<file path="src/rtl/core/cbd_pkg.sv">
// shared types, constants and helpers for the chunked body decoder
// no dependencies

package cbd_pkg;

   localparam int SIZE_BITS = 32;

   localparam logic [7:0] CH_CR = 8'h0D;
   localparam logic [7:0] CH_LF = 8'h0A;
   localparam int         HEX_BITS = 4;   // one digit of radix 16

   typedef enum logic [1:0] {
      KIND_DATA = 2'd0,
      KIND_END  = 2'd1,
      KIND_ERR  = 2'd2
   } kind_type;

   typedef enum logic [8:0] {
      PH_SIZE     = 9'b000000001,
      PH_SIZE_LF  = 9'b000000010,
      PH_DATA     = 9'b000000100,
      PH_DATA_CR  = 9'b000001000,
      PH_DATA_LF  = 9'b000010000,
      PH_FINAL_CR = 9'b000100000,
      PH_FINAL_LF = 9'b001000000,
      PH_DONE     = 9'b010000000,
      PH_STOPPED  = 9'b100000000
   } phase_type;

   typedef struct packed {
      kind_type   kind;
      logic [7:0] out_byte;
   } result_type;

   typedef struct packed {
      logic                is_hex;
      logic [HEX_BITS-1:0] digit;
   } hex_type;

   function automatic hex_type hex_decode(input logic [7:0] b);
      hex_type    h;
      logic [7:0] t;
      h = '0;
      t = '0;
      if (b >= 8'h30 && b <= 8'h39) begin
         t = b - 8'h30;
         h.is_hex = 1'b1;
      end else if (b >= 8'h61 && b <= 8'h66) begin
         t = b - 8'h57;
         h.is_hex = 1'b1;
      end else if (b >= 8'h41 && b <= 8'h46) begin
         t = b - 8'h37;
         h.is_hex = 1'b1;
      end
      h.digit = t[HEX_BITS-1:0];
      return h;
   endfunction

endpackage

</file>
<file path="src/rtl/core/chunked_body_decoder_unit.sv">
// chunked body decoder top level: framing state machine and result skid buffer
// depends on cbd_pkg

// Decodes an HTTP/1.1 chunked body, one byte per item on the req_ channel.
// Each chunk is a hex size line ended by CR LF, then that many payload bytes,
// then CR LF. A zero size line followed by CR LF and an empty trailer line
// (CR LF) ends the body.
// rsp_ channel: one item per payload byte (kind data), one item at the end
// of the body (kind end) or one item on any framing fault (kind error).
// Size line bytes and CR/LF bytes give no item.
// Throughput: one input item per clock while req_stall is low; the framing
// state is updated in the cycle the byte is taken.
// Unless rsp_ stalls, a result shows on rsp_ the cycle after its byte is taken.
// The output register is backed by a one-entry skid stage, so a stall on
// rsp_ only stops the input side once the skid stage is also full; req_stall
// is driven straight from that stage's valid flag.
// After an error the block stops and ignores all bytes until reset; after
// the end of the body all bytes are ignored with no result.
// Reset (synchronous, active high) returns to reading a size line with an
// empty output register and skid stage.

module chunked_body_decoder_unit (
   input  logic       clock,
   input  logic       reset,
   input  logic       req_valid,
   output logic       req_stall,
   input  logic [7:0] req_in_byte,
   output logic       rsp_valid,
   input  logic       rsp_stall,
   output logic [1:0] rsp_kind,
   output logic [7:0] rsp_out_byte
);
   import cbd_pkg::*;

   // framing state
   phase_type            phase_ff, phase_in;
   logic [SIZE_BITS-1:0] chunk_size_ff, chunk_size_in;
   logic [SIZE_BITS-1:0] bytes_left_ff, bytes_left_in;
   logic                 size_seen_ff, size_seen_in;

   // output register and skid stage
   logic       out_valid_ff, out_valid_in;
   result_type out_ff, out_in;
   logic       skid_valid_ff, skid_valid_in;
   result_type skid_ff, skid_in;

   // result of the byte taken this cycle
   logic       res_valid;
   result_type res;

   logic                 accept;
   hex_type              hex;
   logic [SIZE_BITS-1:0] left_dec;
   logic                 out_free;

   assign accept   = req_valid && !req_stall;
   assign hex      = hex_decode(req_in_byte);
   assign left_dec = bytes_left_ff - SIZE_BITS'(1);

   // ---------------------------------------------------------------
   // framing state machine, one byte per cycle while req_stall is low
   // ---------------------------------------------------------------
   always_comb begin
      phase_in      = phase_ff;
      chunk_size_in = chunk_size_ff;
      bytes_left_in = bytes_left_ff;
      size_seen_in  = size_seen_ff;
      res_valid     = 1'b0;
      res           = '{kind: KIND_DATA, out_byte: 8'h00};

      if (accept) begin
         unique case (phase_ff)
            PH_SIZE: begin
               if (req_in_byte == CH_CR) begin
                  if (!size_seen_ff) begin
                     // empty size line
                     phase_in  = PH_STOPPED;
                     res_valid = 1'b1;
                     res.kind  = KIND_ERR;
                  end else begin
                     phase_in = PH_SIZE_LF;
                  end
               end else if (!hex.is_hex ||
                            chunk_size_ff[SIZE_BITS-1 -: HEX_BITS] != '0) begin
                  // bad size character, or the next digit would overflow
                  phase_in  = PH_STOPPED;
                  res_valid = 1'b1;
                  res.kind  = KIND_ERR;
               end else begin
                  chunk_size_in = {chunk_size_ff[SIZE_BITS-HEX_BITS-1:0], hex.digit};
                  size_seen_in  = 1'b1;
               end
            end
            PH_SIZE_LF: begin
               if (req_in_byte != CH_LF) begin
                  phase_in  = PH_STOPPED;
                  res_valid = 1'b1;
                  res.kind  = KIND_ERR;
               end else if (chunk_size_ff == '0) begin
                  // last chunk, expect the empty trailer line
                  phase_in = PH_FINAL_CR;
               end else begin
                  bytes_left_in = chunk_size_ff;
                  phase_in      = PH_DATA;
               end
            end
            PH_DATA: begin
               bytes_left_in = left_dec;
               if (left_dec == '0) begin
                  phase_in = PH_DATA_CR;
               end
               res_valid    = 1'b1;
               res.kind     = KIND_DATA;
               res.out_byte = req_in_byte;
            end
            PH_DATA_CR: begin
               if (req_in_byte != CH_CR) begin
                  phase_in  = PH_STOPPED;
                  res_valid = 1'b1;
                  res.kind  = KIND_ERR;
               end else begin
                  phase_in = PH_DATA_LF;
               end
            end
            PH_DATA_LF: begin
               if (req_in_byte != CH_LF) begin
                  phase_in  = PH_STOPPED;
                  res_valid = 1'b1;
                  res.kind  = KIND_ERR;
               end else begin
                  chunk_size_in = '0;
                  size_seen_in  = 1'b0;
                  phase_in      = PH_SIZE;
               end
            end
            PH_FINAL_CR: begin
               if (req_in_byte != CH_CR) begin
                  phase_in  = PH_STOPPED;
                  res_valid = 1'b1;
                  res.kind  = KIND_ERR;
               end else begin
                  phase_in = PH_FINAL_LF;
               end
            end
            PH_FINAL_LF: begin
               res_valid = 1'b1;
               if (req_in_byte != CH_LF) begin
                  phase_in = PH_STOPPED;
                  res.kind = KIND_ERR;
               end else begin
                  phase_in = PH_DONE;
                  res.kind = KIND_END;
               end
            end
            default: begin
               // done or stopped: bytes are swallowed
            end
         endcase
      end
   end

   // ---------------------------------------------------------------
   // output register with one-entry skid stage
   // ---------------------------------------------------------------
   assign out_free = !out_valid_ff || !rsp_stall;

   always_comb begin
      out_valid_in  = out_valid_ff;
      out_in        = out_ff;
      skid_valid_in = skid_valid_ff;
      skid_in       = skid_ff;
      if (out_free) begin
         if (skid_valid_ff) begin
            // no byte is taken while the skid stage is full
            out_valid_in  = 1'b1;
            out_in        = skid_ff;
            skid_valid_in = 1'b0;
         end else begin
            out_valid_in = res_valid;
            out_in       = res;
         end
      end else if (res_valid) begin
         skid_valid_in = 1'b1;
         skid_in       = res;
      end
   end

   always_ff @(posedge clock) begin
      if (reset) begin
         phase_ff      <= PH_SIZE;
         chunk_size_ff <= '0;
         bytes_left_ff <= '0;
         size_seen_ff  <= 1'b0;
         out_valid_ff  <= 1'b0;
         skid_valid_ff <= 1'b0;
      end else begin
         phase_ff      <= phase_in;
         chunk_size_ff <= chunk_size_in;
         bytes_left_ff <= bytes_left_in;
         size_seen_ff  <= size_seen_in;
         out_valid_ff  <= out_valid_in;
         skid_valid_ff <= skid_valid_in;
      end
   end

   // payload registers, no reset needed
   always_ff @(posedge clock) begin
      out_ff  <= out_in;
      skid_ff <= skid_in;
   end

   assign req_stall    = skid_valid_ff;
   assign rsp_valid    = out_valid_ff;
   assign rsp_kind     = out_ff.kind;
   assign rsp_out_byte = out_ff.out_byte;

endmodule

</file>
<file path="config.mk">
export PLATFORM = sky130hd
export DESIGN_NAME = chunked_body_decoder_unit
export DESIGN_NICKNAME = d
export VERILOG_FILES = /design/src/rtl/core/cbd_pkg.sv /design/src/rtl/core/chunked_body_decoder_unit.sv
export SDC_FILE = /design/constraint.sdc
export NUM_CORES = 1
export LEC_CHECK = 0
export BUFFER_PORTS_ARGS = -buffer_cell sky130_fd_sc_hd__buf_2
export CORE_UTILIZATION = 56
export CTS_BUF_LIST = sky130_fd_sc_hd__clkbuf_8 sky130_fd_sc_hd__clkbuf_16
export CTS_CLUSTER_DIAMETER = 200
export DETAILED_ROUTE_END_ITERATION = 6
export PLACE_DENSITY = 0.77
export SLEW_MARGIN = 20
export SYNTH_ARGS = -nofsm -noshare
export SYNTH_HDL_FRONTEND = slang
export SYNTH_SLANG_ARGS = --single-unit
</file>
<file path="constraint.sdc">
create_clock -name clock -period 2.9 [get_ports clock]
set_clock_uncertainty 0.15 [all_clocks]
set_input_delay 0.29 -clock clock [delete_from_list [all_inputs] [get_ports clock]]
set_output_delay 0.29 -clock clock [all_outputs]
set_load 0.005 [all_outputs]
</file>
==> impl_metrics.json <==
{
  "synth-edff-count": 20,
  "clock_latency_ns": 0.38,
  "viasPerCell": 6.52,
  "vias": 5229,
  "final_nets": 707,
  "drt_wl_total_mm": 14.5,
  "grt_max_degree": 43,
  "antenna_found_initial": 0,
  "syn-num-nets": 676,
  "drt_pass1_iterations": 7,
  "cts_tree": "done",
  "antenna_cells": 0,
  "hold_class": "in -> reg",
  "crit_path_end_kind": "flip-flop",
  "cts.sinks": 96,
  "core_area_um2": 8890,
  "rows": 34,
  "path_class": "reg -> reg",
  "clockBufferDepth": 2,
  "p_leak_nw": 2.25,
  "ys_ff_latch": 96,
  "min_period_ns": 2.93,
  "gp_congestion": 0.955,
  "wire_per_inst_um": 18.1,
  "grt_pass1_vias": 4952,
  "drive_above_1_share": 0.174,
  "htreeDepth": 3,
  "crit_chain": "or4_4, or4_4, buf_4, or3_4, and3_4, and4_4, o21ai_4, mux2i_1",
  "drcViolationCount": 3,
  "cp_num_buf_inv": 1,
  "pre_cts_slack_ns": -0.0945,
  "worstMarginPinSlew_ns": 0.839,
  "cp.required_ns": 3.05,
  "vdd_drop_max_mv": 0.262,
  "area_growth_pct": 15.5,
  "root_buffer": "clkbuf_8",
  "ys.flop_type": "dfxtp_1",
  "io_buffers": 23,
  "post-route-period-util": 1.01,
  "setup_violations": 1,
  "pin_count": 24,
  "cp_max_fo": 4,
  "die_w_um": 98.5,
  "crit_family": "simple AND/OR/NAND/NOR gates",
  "ys_types": 63,
  "fin_ws_ns": -0.0297,
  "finalSetupTns_ns": -0.0297,
  "drtIter0Drc": 376,
  "slowest_delay_ns": 0.59,
  "ys_seq_area_frac": 0.407,
  "clkSlewWorstSetupHoldPaths_ns": 0.11,
  "grt_usage": 0.309,
  "slowest_stage": "or4_4",
  "grt_first_pass_wirelength_mm": 24.1,
  "cts_inserted_buffers": 9,
  "syn-cell-area_um2": 5220,
  "grt_overflow": 0,
  "max_cap_viol_count": 0,
  "relSlewSlack": 0.440,
  "async_reset_ff_frac": 0,
  "powerDensity_nw_per_um2": 395,
  "arrival_ns": 3.08,
  "post-dp-hpwl_mm": 9.97,
  "fp.dieArea_um2": 9710,
  "ys_warn_count": 0,
  "violations": "DRC, setup timing",
  "synth_cells": 658,
  "ant_nets": 0,
  "fmax_ghz": 0.341,
  "die_h_um": 98.5,
  "avgSynthCellArea_um2": 7.93,
  "critPathMostFrequentCell": "or4_4",
  "worstSetupStartpointType": "flip-flop",
  "slew_violations": 0,
  "status": "complete, but fails checks",
  "start_util": 0.587,
  "final_hold_viol_count": 0,
  "rsz0062_at_grt": "yes"
}
## synth_stat cells, types with 3 or more instances
cell type  instances  area share
dfxtp_1           76        0.29
a21oi_1           55       0.053
o41ai_1            4      0.0067
o31ai_1            4      0.0058
o21ai_0           39       0.037
edfxtp_1          20        0.12
nand3_1           35       0.034
nor3_1            25       0.024
or3_1              7      0.0084
a211oi_1           8       0.012
a211o_1            5      0.0084
a21o_1             9       0.013
ha_1               6       0.014
clkbuf_1          49       0.035
nand2_1           85       0.061
and2_1             6      0.0072
xnor2_1            3      0.0050
nand3b_1           4      0.0058
buf_6              3      0.0065
a22oi_1           21       0.030
nand4_1           10       0.012
nor4_1            19       0.023
nor3b_1            5      0.0072
or2_2              3      0.0036
nor4b_1            3      0.0050
o211ai_1           5      0.0072
nor2_1            60       0.043
and3_1             4      0.0048
o21ai_1            7      0.0067
nand2b_1          10       0.012
inv_1             12      0.0086
or4_1              3      0.0043
a31oi_1           10       0.012
o21bai_1           3      0.0043
## worst register-to-register path, stage by stage (launching register included)
cell and delay, ns:
dfxtp_2 0.33, or4_4 0.53, or4_4 0.59, buf_4 0.16
or3_4 0.36, and3_4 0.16, and4_4 0.17, o21ai_4 0.17
mux2i_1 0.23
## path summary, 6_finish.rpt
path | start | endpoint | slack, ns | cells after the start
worst max-delay path | bytes_left_ff[11]$_SDFFE_PP0P_ | phase_ff[5]$_SDFFE_PP0P_ | -0.03 | 8
worst min-delay path | req_in_byte[4] | skid_ff[4]$_DFFE_PP_ | 0.12 | 2
worst max register to register | bytes_left_ff[11]$_SDFFE_PP0P_ | phase_ff[5]$_SDFFE_PP0P_ | -0.03 | 8
worst min register to register | bytes_left_ff[28]$_SDFFE_PP0P_ | bytes_left_ff[28]$_SDFFE_PP0P_ | 0.34 | 2
## cell usage in the layout (no fill, tap or decap), types with 12 or more instances in the layout
cell / netlist / layout
buf_4: 0 / 44
inv_1: 12 / 12
edfxtp_1: 20 / 20
buf_2: 1 / 23
nand2_1: 85 / 85
nor2_1: 60 / 59
dfxtp_1: 76 / 73
a21oi_1: 55 / 53
nor3_1: 25 / 24
nor4_1: 19 / 17
o21ai_0: 39 / 38
a22oi_1: 21 / 21
nand3_1: 35 / 34
## power breakdown
part	switching (mW)	internal, mW
combinational	0.0892	0.0541
clock	0.527	0.331
sequential	0.00745	1.37
## cell families after synthesis
| family | count (synthesis) | share of synthesized area |
|---|---|---|
| AOI/OAI and AO/OA | 188 | 0.228 |
| xor gates and xnor gates | 5 | 0.00839 |
| adders and majority gates | 6 | 0.0144 |
| buffers and inverters | 66 | 0.0520 |
| DFF | 96 | 0.407 |
| muxes | 2 | 0.00384 |
| and+or+nand+nor | 295 | 0.287 |
## state kept, by name, summed over array words and instances, names as in the netlist
name           count
bytes_left_ff     32
skid_ff           10
size_seen_ff       1
phase_ff           9
rsp_valid          1
rsp_out_byte       8
req_stall          1
rsp_kind           2
chunk_size_ff     32
## stage by stage
stage	util	cells	power [mW]	hold WS (ns)	cell area [um2]
floorplan	-	658	1.49	0.302	5220
global placement	0.639	781	1.55	0.315	5680
detailed placement	0.639	781	1.55	0.325	5680
CTS	0.663	797	2.39	0.106	5890
global route	0.678	802	2.45	0.123	6020
finish	0.678	802	2.38	0.118	6020
## timing repair
item                       4_1_cts  5_1_grt
buffers inserted                 0        5
pin swaps                        4       11
setup endpoints to repair        6        8
gates resized for setup          7       18
hold buffers                     0        0
## metal layers
metal  up-vias  GRT usage  wire (um)
li1       2467          -          -
met1      2477      0.384       5940
met2       222      0.512       6870
met3        63     0.0461        892
met4         0      0.186        813
met5         -          0          0
## layout make-up
type | instances | area (um2)
fillers | 726 | 2870
repair buffers | 74 | 577
clock buffers | 9 | 124
inverters | 12 | 45.0
flip-flops and latches | 96 | 2130
clock inverters | 7 | 61.3
well taps | 108 | 135
multi-input cells | 496 | 2950
(Power assumes the default switching activity.)
